--- src/hdl/rnga_pkg.sv ---
// Package for the ring neighbor grant arbiter: field widths, reset values
// and request/status codes. Depends on nothing.
package rnga_pkg;

   localparam int SEATS_DEF  = 10;
   localparam int SEAT_W     = 4;
   localparam int CNT_W      = 4;
   localparam int MASK_W     = 10;
   localparam int REQ_DATA_W = 8;
   localparam int RSP_DATA_W = 24;

   localparam logic [CNT_W-1:0] LIMIT_RST = 4'd3;

   typedef enum logic {
      ACT_REQUEST = 1'b0,
      ACT_RELEASE = 1'b1
   } action_type;

   typedef enum logic {
      STATUS_OK      = 1'b0,
      STATUS_IGNORED = 1'b1
   } status_type;

endpackage

--- src/hdl/ring_neighbor_grant_arbiter.sv ---
// Ring neighbor grant arbiter: seats on a ring ask to eat and release; a seat
// is granted when neither neighbor eats and its meal count is below the limit.
// A request goes through the input register, then the result register, to
// rsp. Throughput: one request per cycle; the stages stall only while a
// result waits on rsp_tready.
// Reset (synchronous): all seats thinking, meal counts zero, meal limit 3.
// Depends on rnga_pkg.
module ring_neighbor_grant_arbiter
   import rnga_pkg::*;
#(
   parameter int SEATS = SEATS_DEF
) (
   input  logic                  clock,
   input  logic                  reset,
   input  logic                  req_tvalid,
   output logic                  req_tready,
   input  logic [REQ_DATA_W-1:0] req_tdata,   // [3:0] seat, [7:4] zero
   input  logic                  req_tuser,   // [0] action
   output logic                  rsp_tvalid,
   input  logic                  rsp_tready,
   output logic [RSP_DATA_W-1:0] rsp_tdata,   // [9:0] grant_mask, [19:10] eating_mask,
                                              // [20] status, [23:21] zero
   input  logic                  csr_wr_en,
   input  logic [CNT_W-1:0]      csr_wr_data  // meal_limit
);

   localparam int  CW   = ($clog2(SEATS) > SEAT_W) ? $clog2(SEATS) : SEAT_W;
   localparam bit  TRIO = (SEATS == 3);

   logic                  in_vld_ff;
   action_type            in_act_ff;
   logic [SEAT_W-1:0]     in_seat_ff;
   logic                  out_vld_ff;
   logic [RSP_DATA_W-1:0] out_data_ff, out_data_in;
   logic [CNT_W-1:0]      limit_ff;
   logic [SEATS-1:0]      eat_ff, eat_in, hungry_ff, hungry_in;
   logic [CNT_W-1:0]      cnt_ff [SEATS];
   logic [CNT_W-1:0]      cnt_in [SEATS];

   logic             advance, fire;
   logic [CW-1:0]    seat_x;
   logic [SEATS-1:0] sel_s, sel_l, sel_r, eat_lft, eat_rgt, grant_vec;
   logic [CNT_W-1:0] cnt_s;
   logic             s_eat, s_hun, s_think, s_nbr_eat;
   logic             l_hun, l_far_eat, r_hun, r_far_eat, limit_nz;
   logic             do_req, do_rel, grant_s, grant_l, grant_r;
   logic [MASK_W-1:0] grant_m, eat_m;
   status_type       status;

   assign advance    = !out_vld_ff || rsp_tready;
   assign fire       = in_vld_ff && advance;
   assign req_tready = !in_vld_ff || advance;
   assign rsp_tvalid = out_vld_ff;
   assign rsp_tdata  = out_data_ff;
   assign seat_x     = CW'(in_seat_ff);

   // Decode the acting seat and its two ring neighbors as one-hot vectors, and pick the seat's meal count.
   always_comb begin
      for (int i = 0; i < SEATS; i++) begin
         sel_s[i]   = (seat_x == CW'(i));
         eat_lft[i] = eat_ff[(i + SEATS - 1) % SEATS];
         eat_rgt[i] = eat_ff[(i + 1) % SEATS];
      end
      for (int i = 0; i < SEATS; i++) begin
         sel_l[i] = sel_s[(i + 1) % SEATS];
         sel_r[i] = sel_s[(i + SEATS - 1) % SEATS];
      end
      cnt_s = '0;
      for (int i = 0; i < SEATS; i++) begin
         if (sel_s[i]) begin
            cnt_s = cnt_s | cnt_ff[i];
         end
      end
   end

   assign s_eat     = |(eat_ff & sel_s);
   assign s_hun     = |(hungry_ff & sel_s);
   assign s_think   = (|sel_s) && !s_eat && !s_hun;
   assign s_nbr_eat = |((eat_lft | eat_rgt) & sel_s);
   assign l_hun     = |(hungry_ff & sel_l);
   assign l_far_eat = |(eat_lft & sel_l);
   assign r_hun     = |(hungry_ff & sel_r);
   assign r_far_eat = |(eat_rgt & sel_r);
   assign limit_nz  = (limit_ff != '0);

   assign do_req  = (in_act_ff == ACT_REQUEST) && s_think;
   assign do_rel  = (in_act_ff == ACT_RELEASE) && s_eat;
   assign grant_s = do_req && !s_nbr_eat && (cnt_s < limit_ff);
   // Neighbor counts are cleared by the release, so only a zero limit blocks them.
   assign grant_l = do_rel && l_hun && !l_far_eat && limit_nz;
   // On a ring of three the right neighbor's far side is the left neighbor.
   assign grant_r = do_rel && r_hun && !(r_far_eat || (TRIO && grant_l)) && limit_nz;

   assign grant_vec = (sel_s & {SEATS{grant_s}}) | (sel_l & {SEATS{grant_l}})
                    | (sel_r & {SEATS{grant_r}});
   assign eat_in    = (eat_ff & ~(sel_s & {SEATS{do_rel}})) | grant_vec;
   assign hungry_in = (hungry_ff | (sel_s & {SEATS{do_req}})) & ~grant_vec;

   always_comb begin
      for (int i = 0; i < SEATS; i++) begin
         cnt_in[i] = cnt_ff[i];
         if (do_rel && (sel_l[i] || sel_r[i])) begin
            cnt_in[i] = '0;
         end
         if (grant_vec[i]) begin
            cnt_in[i] = cnt_in[i] + CNT_W'(1);
         end
      end
   end

   for (genvar m = 0; m < MASK_W; m++) begin : g_mask
      if (m < SEATS) begin : g_seat
         assign grant_m[m] = grant_vec[m];
         assign eat_m[m]   = eat_in[m];
      end else begin : g_none
         assign grant_m[m] = 1'b0;
         assign eat_m[m]   = 1'b0;
      end
   end

   assign status      = (do_req || do_rel) ? STATUS_OK : STATUS_IGNORED;
   assign out_data_in = {(RSP_DATA_W - 2 * MASK_W - 1)'(0), status, eat_m, grant_m};

   always_ff @(posedge clock) begin
      if (reset) begin
         in_vld_ff  <= 1'b0;
         out_vld_ff <= 1'b0;
         limit_ff   <= LIMIT_RST;
         eat_ff     <= '0;
         hungry_ff  <= '0;
         for (int i = 0; i < SEATS; i++) begin
            cnt_ff[i] <= '0;
         end
      end else begin
         if (req_tready) begin
            in_vld_ff <= req_tvalid;
         end
         if (advance) begin
            out_vld_ff <= in_vld_ff;
         end
         if (csr_wr_en) begin
            limit_ff <= csr_wr_data;
         end
         if (fire) begin
            eat_ff    <= eat_in;
            hungry_ff <= hungry_in;
            for (int i = 0; i < SEATS; i++) begin
               cnt_ff[i] <= cnt_in[i];
            end
         end
      end
   end

   // Payload registers: load on acceptance or fire, no reset needed.
   always_ff @(posedge clock) begin
      if (req_tready && req_tvalid) begin
         in_act_ff  <= action_type'(req_tuser);
         in_seat_ff <= req_tdata[SEAT_W-1:0];
      end
      if (fire) begin
         out_data_ff <= out_data_in;
      end
   end

endmodule

--- config.mk ---
export PLATFORM = sky130hd
export DESIGN_NAME = ring_neighbor_grant_arbiter
export DESIGN_NICKNAME = d
export VERILOG_FILES = /design/src/hdl/rnga_pkg.sv /design/src/hdl/ring_neighbor_grant_arbiter.sv
export SDC_FILE = /design/constraint.sdc
export NUM_CORES = 1
export LEC_CHECK = 0
export CORE_UTILIZATION = 46
export DETAILED_ROUTE_END_ITERATION = 8
export DONT_BUFFER_PORTS = 1
export GPL_TIMING_DRIVEN = 0
export RECOVER_POWER = 50
export REMOVE_ABC_BUFFERS = 1
export SETUP_SLACK_MARGIN = 0.3
export SYNTH_ARGS = -nofsm -noshare
export SYNTH_HDL_FRONTEND = slang
export SYNTH_SLANG_ARGS = --single-unit
--- constraint.sdc ---
create_clock -name clock -period 4.1 [get_ports clock]
set_clock_uncertainty 0.2 [all_clocks]
set_input_delay 0.205 -clock clock [delete_from_list [all_inputs] [get_ports clock]]
set_output_delay 0.205 -clock clock [all_outputs]
set_load 0.02 [all_outputs]
==> metrics.log <==
[metrics] status: finished, violations left
[metrics] violations in the final reports: setup timing
[metrics] number of library cell types mapped by synthesis: around 70
[metrics] clock buffers created by TritonCTS: 9
[metrics] Vert. Die Dim: ~110 um
[metrics] post-detailed-route via-to-cell ratio: 6.60
[metrics] worst hold-check path type: primary input to flip-flop
[metrics] final critical path time including I/O delays and setup: between 4 and 5 ns
[metrics] number of nets in the final layout: around 730
[metrics] post-route fraction of the period consumed by the critical path: 106%
[metrics] cell area after synthesis: between 5000 and 6000 um^2
[metrics] clock latency at the later pin of the worst-skew pair: roughly 0.35 ns
[metrics] CP Data Arrival Time: 4.36 ns
[metrics] prevailing post-synth register cell: sky130_fd_sc_hd__edfxtp_1
[metrics] Yosys reg bits: ~90
[metrics] Setup Crit Path Kind: flip-flop to flip-flop
[metrics] remaining global-route overflow: 0
[metrics] vias in the first global route: around 5.4k
[metrics] number of synthesized flops with an enable pin: 66
[metrics] largest net degree at the start of global routing: 37
[metrics] worst setup slack after layout: -0.247 ns
[metrics] count of placed standard cells including taps: around 750
[metrics] actual transition at the worst max-transition pin: roughly 1.4 ns
[metrics] series of cell instances along the critical path: buf_4 > nand2b_4 > nor2_2 > a22o_1 > a221oi_2 > nand3_1 > ha_4 > a21o_1 > a21oi_2 > and3_1 > nand4_1 > buf_4 > or4_4 > o221ai_4 > buf_6 > and3_1 > o211a_1
[metrics] FF-to-FF Start: in_seat_ff[3]$_DFFE_PP_
[metrics] Mapped Avg Cell Area: between 9 and 10 um^2
[metrics] top cell type's share of synthesized area: 34.0%
[metrics] worst endpoint required time: around 4 ns
[metrics] setup slack, reg-to-reg: -0.25 ns
[metrics] Peak VDD IR: between 0.2 and 0.3 mV
[metrics] post-route core utilization: a little over three fifths
[metrics] wire length of the first global-routing pass: between 30,000 and 40,000 um
[metrics] DRC errors left: 0
[metrics] Ys Warns: 0
[metrics] width of the die: roughly 110 um
[metrics] routed len/inst: approximately 24 um
[metrics] RePlAce Congestion: 0.914
[metrics] slowest stage cell, crit path: sky130_fd_sc_hd__edfxtp_1
[metrics] maximum level of the CTS H-tree: 3
[metrics] count of antenna-violating nets left after detailed routing: 0
[metrics] Max-Slew Margin vs Limit: 7.07%
[metrics] initial antenna violation count: 0
[metrics] Seq/Total Area, Yosys: a little over two fifths
[metrics] power per cell area: 299 nW/um^2
[metrics] initial core utilization: 48.0%
[metrics] final-layout worst hold slack: ~0.12 ns
[metrics] most common cell after layout, fill and taps aside: sky130_fd_sc_hd__edfxtp_1
[metrics] fraction of registers with async set or reset after synthesis: 0%
[metrics] crit path from: in_seat_ff[3]$_DFFE_PP_
[metrics] total vias in the final route: between 5k and 6k
[metrics] CP max stage delay: about 0.53 ns
[metrics] Critical Path Stages: 17
[metrics] HPWL after DPL: approximately 12,000 um
[metrics] maximum clock frequency: 230 MHz
[metrics] CP delay by family, top: simple AND/OR/NAND/NOR gates
[metrics] global-route usage over all layers: about a third
[metrics] Setup Viol. Count Final: 58
[metrics] maximum clock path buffer count: 2
[metrics] CTS Root Cell: sky130_fd_sc_hd__clkbuf_16
[metrics] critical path capture point type: flip-flop
[metrics] Final Max Tran Viols: 0
[metrics] initial DRC count: 717
[metrics] number of port buffers: 0
[metrics] FF-to-FF End: cnt_ff[8][3]$_SDFFCE_PN0P_
[metrics] CTS tree: yes
[metrics] pre-CTS worst setup slack: -2.12 ns
[metrics] RSZ-0062 raised after global routing: yes
[metrics] synthesized netlist cell count: approximately 620
[metrics] R2R cell count: 17
[metrics] final non-filler cell total: ~870
[metrics] Critical Path Start Type: flip-flop
[metrics] clk sinks: between 90 and 100
[metrics] cell types with the largest area share after synthesis: sky130_fd_sc_hd__edfxtp_1, sky130_fd_sc_hd__dfxtp_1, sky130_fd_sc_hd__mux2i_1
[metrics] critical path peak fanout: 6
[metrics] highest-count cells in the layout ignoring fill and taps: sky130_fd_sc_hd__edfxtp_1, sky130_fd_sc_hd__nand2_1, sky130_fd_sc_hd__a21oi_1, sky130_fd_sc_hd__buf_6, sky130_fd_sc_hd__buf_4
[metrics] number of iterations in the first detailed-routing pass: 6
[metrics] max-capacitance violation count: 0
[metrics] end of the critical path: cnt_ff[8][3]$_SDFFCE_PN0P_
[metrics] die footprint: 13,100 um^2
[metrics] total wire length after detailed routing: approximately 21,000 um
[metrics] row count: 40
[metrics] I/O pin count: 44
[metrics] Final Hold Violating Endpoints: 0
[metrics] Clock Pin Slew Worst Setup and Hold Paths: roughly 0.060 ns
[metrics] filler cell count in the final layout: 1,014
[metrics] Layout Area Growth over Synthesis: 31.4%
[metrics] number of diodes: 0
[metrics] layout cell share with drive strength beyond 1: ~29%
[metrics] cell type with the largest total area after synthesis: sky130_fd_sc_hd__edfxtp_1
[metrics] Leak Pwr: 0.00285 uW
[metrics] core outline area: between 10,000 and 15,000 um^2
[metrics] buffers and inverters on the worst path: 3
how the worst min path moves through the flow:
stage / cells past startpoint / startpoint / slack [ns] / to
finish: 1 / req_tvalid / 0.12 / in_seat_ff[3]$_DFFE_PP_
detailed placement: 1 / reset / 0.08 / eat_ff[1]$_SDFFE_PP0P_
CTS: 1 / req_tvalid / 0.03 / in_act_ff$_DFFE_PP_
global route: 1 / req_tvalid / 0.16 / in_seat_ff[3]$_DFFE_PP_
global placement: 1 / reset / 0.08 / eat_ff[5]$_SDFFE_PP0P_
floorplan: 1 / reset / 0.07 / eat_ff[0]$_SDFFE_PP0P_
state kept, by name, summed over array words and instances, names as in the netlist:
register	count
eat_ff	10
cnt_ff	40
limit_ff	4
hungry_ff	10
rsp_tdata	21
in_vld_ff	1
in_seat_ff	4
in_act_ff	1
rsp_tvalid	1
metal layers:
layer	wire length, um	global-route usage, %
met3	1890	7.99
met2	9380	50.8
met5	0	0
met4	1110	16.2
met1	8550	43.6
cells in the mapped netlist (all sizes together) (5+ instances only):
library cell and n:
a221oi 6, o22ai 5, a21oi 51, nand3 30, edfxtp 66, xnor2 7, dfxtp 26, clkbuf 19
and3 15, inv 17, mux2i 26, o211a 6, a31oi 7, or4 6, o211ai 5, nand2 52
buf 21, nor2b 7, nand2b 9, nand3b 17, or3 10, a21o 11, and2 17, a211oi 11
o21ai 46, nor2 40, nor3 9, a22o 5, ha 13, a222oi 6
report_power, final:
part | internal (uW) | switching (uW)
clock network | 460 | 353
logic | 158 | 232
registers | 1040 | 48.2
final cells by class:
type	instances	area, um^2	area share [%]
Clock buffer	14	274	3.57
Clock inverter	2	10.0	0.131
Inverter	18	80.1	1.04
Multi-Input combinational cell	475	3610	47.1
Sequential cell	92	2500	32.6
Tap cell	168	210	2.74
Timing Repair Buffer	98	976	12.7
metrics by stage:
stage                     power, uW  instance area, um^2  TNS [ns]
after floorplan                1250                 5630    -22.86
after global placement         1330                 5840   -142.25
after detailed placement       1340                 5930   -139.92
after CTS                      2240                 7230     -1.05
after global routing           2350                 7670    -11.78
final                          2290                 7670     -6.39
repair_timing:
action	4_1_cts	5_1_grt
hold endpoints to repair	31	0
setup endpoints to repair	80	80
buffers inserted	52	28
cloned	6	0
resized for setup	87	65
pin swaps	50	35
hold buffers	14	0
cell families (layout without fill, tap and decap cells):
group                      after synthesis  in the layout  synth area share, %
xor gates and xnor gates                 7              7                 1.05
AOI/OAI and AO/OA                      191            195                 22.6
adders and majority gates               13             13                 2.79
muxes                                   30             30                 5.43
other                                    1              3               0.0643
DFF                                     92             92                 42.9
buffers and inverters                   58            132                 4.78
and+or+nand+nor                        225            227                 20.4
Note: power is estimated with default switching activity, not from simulation.
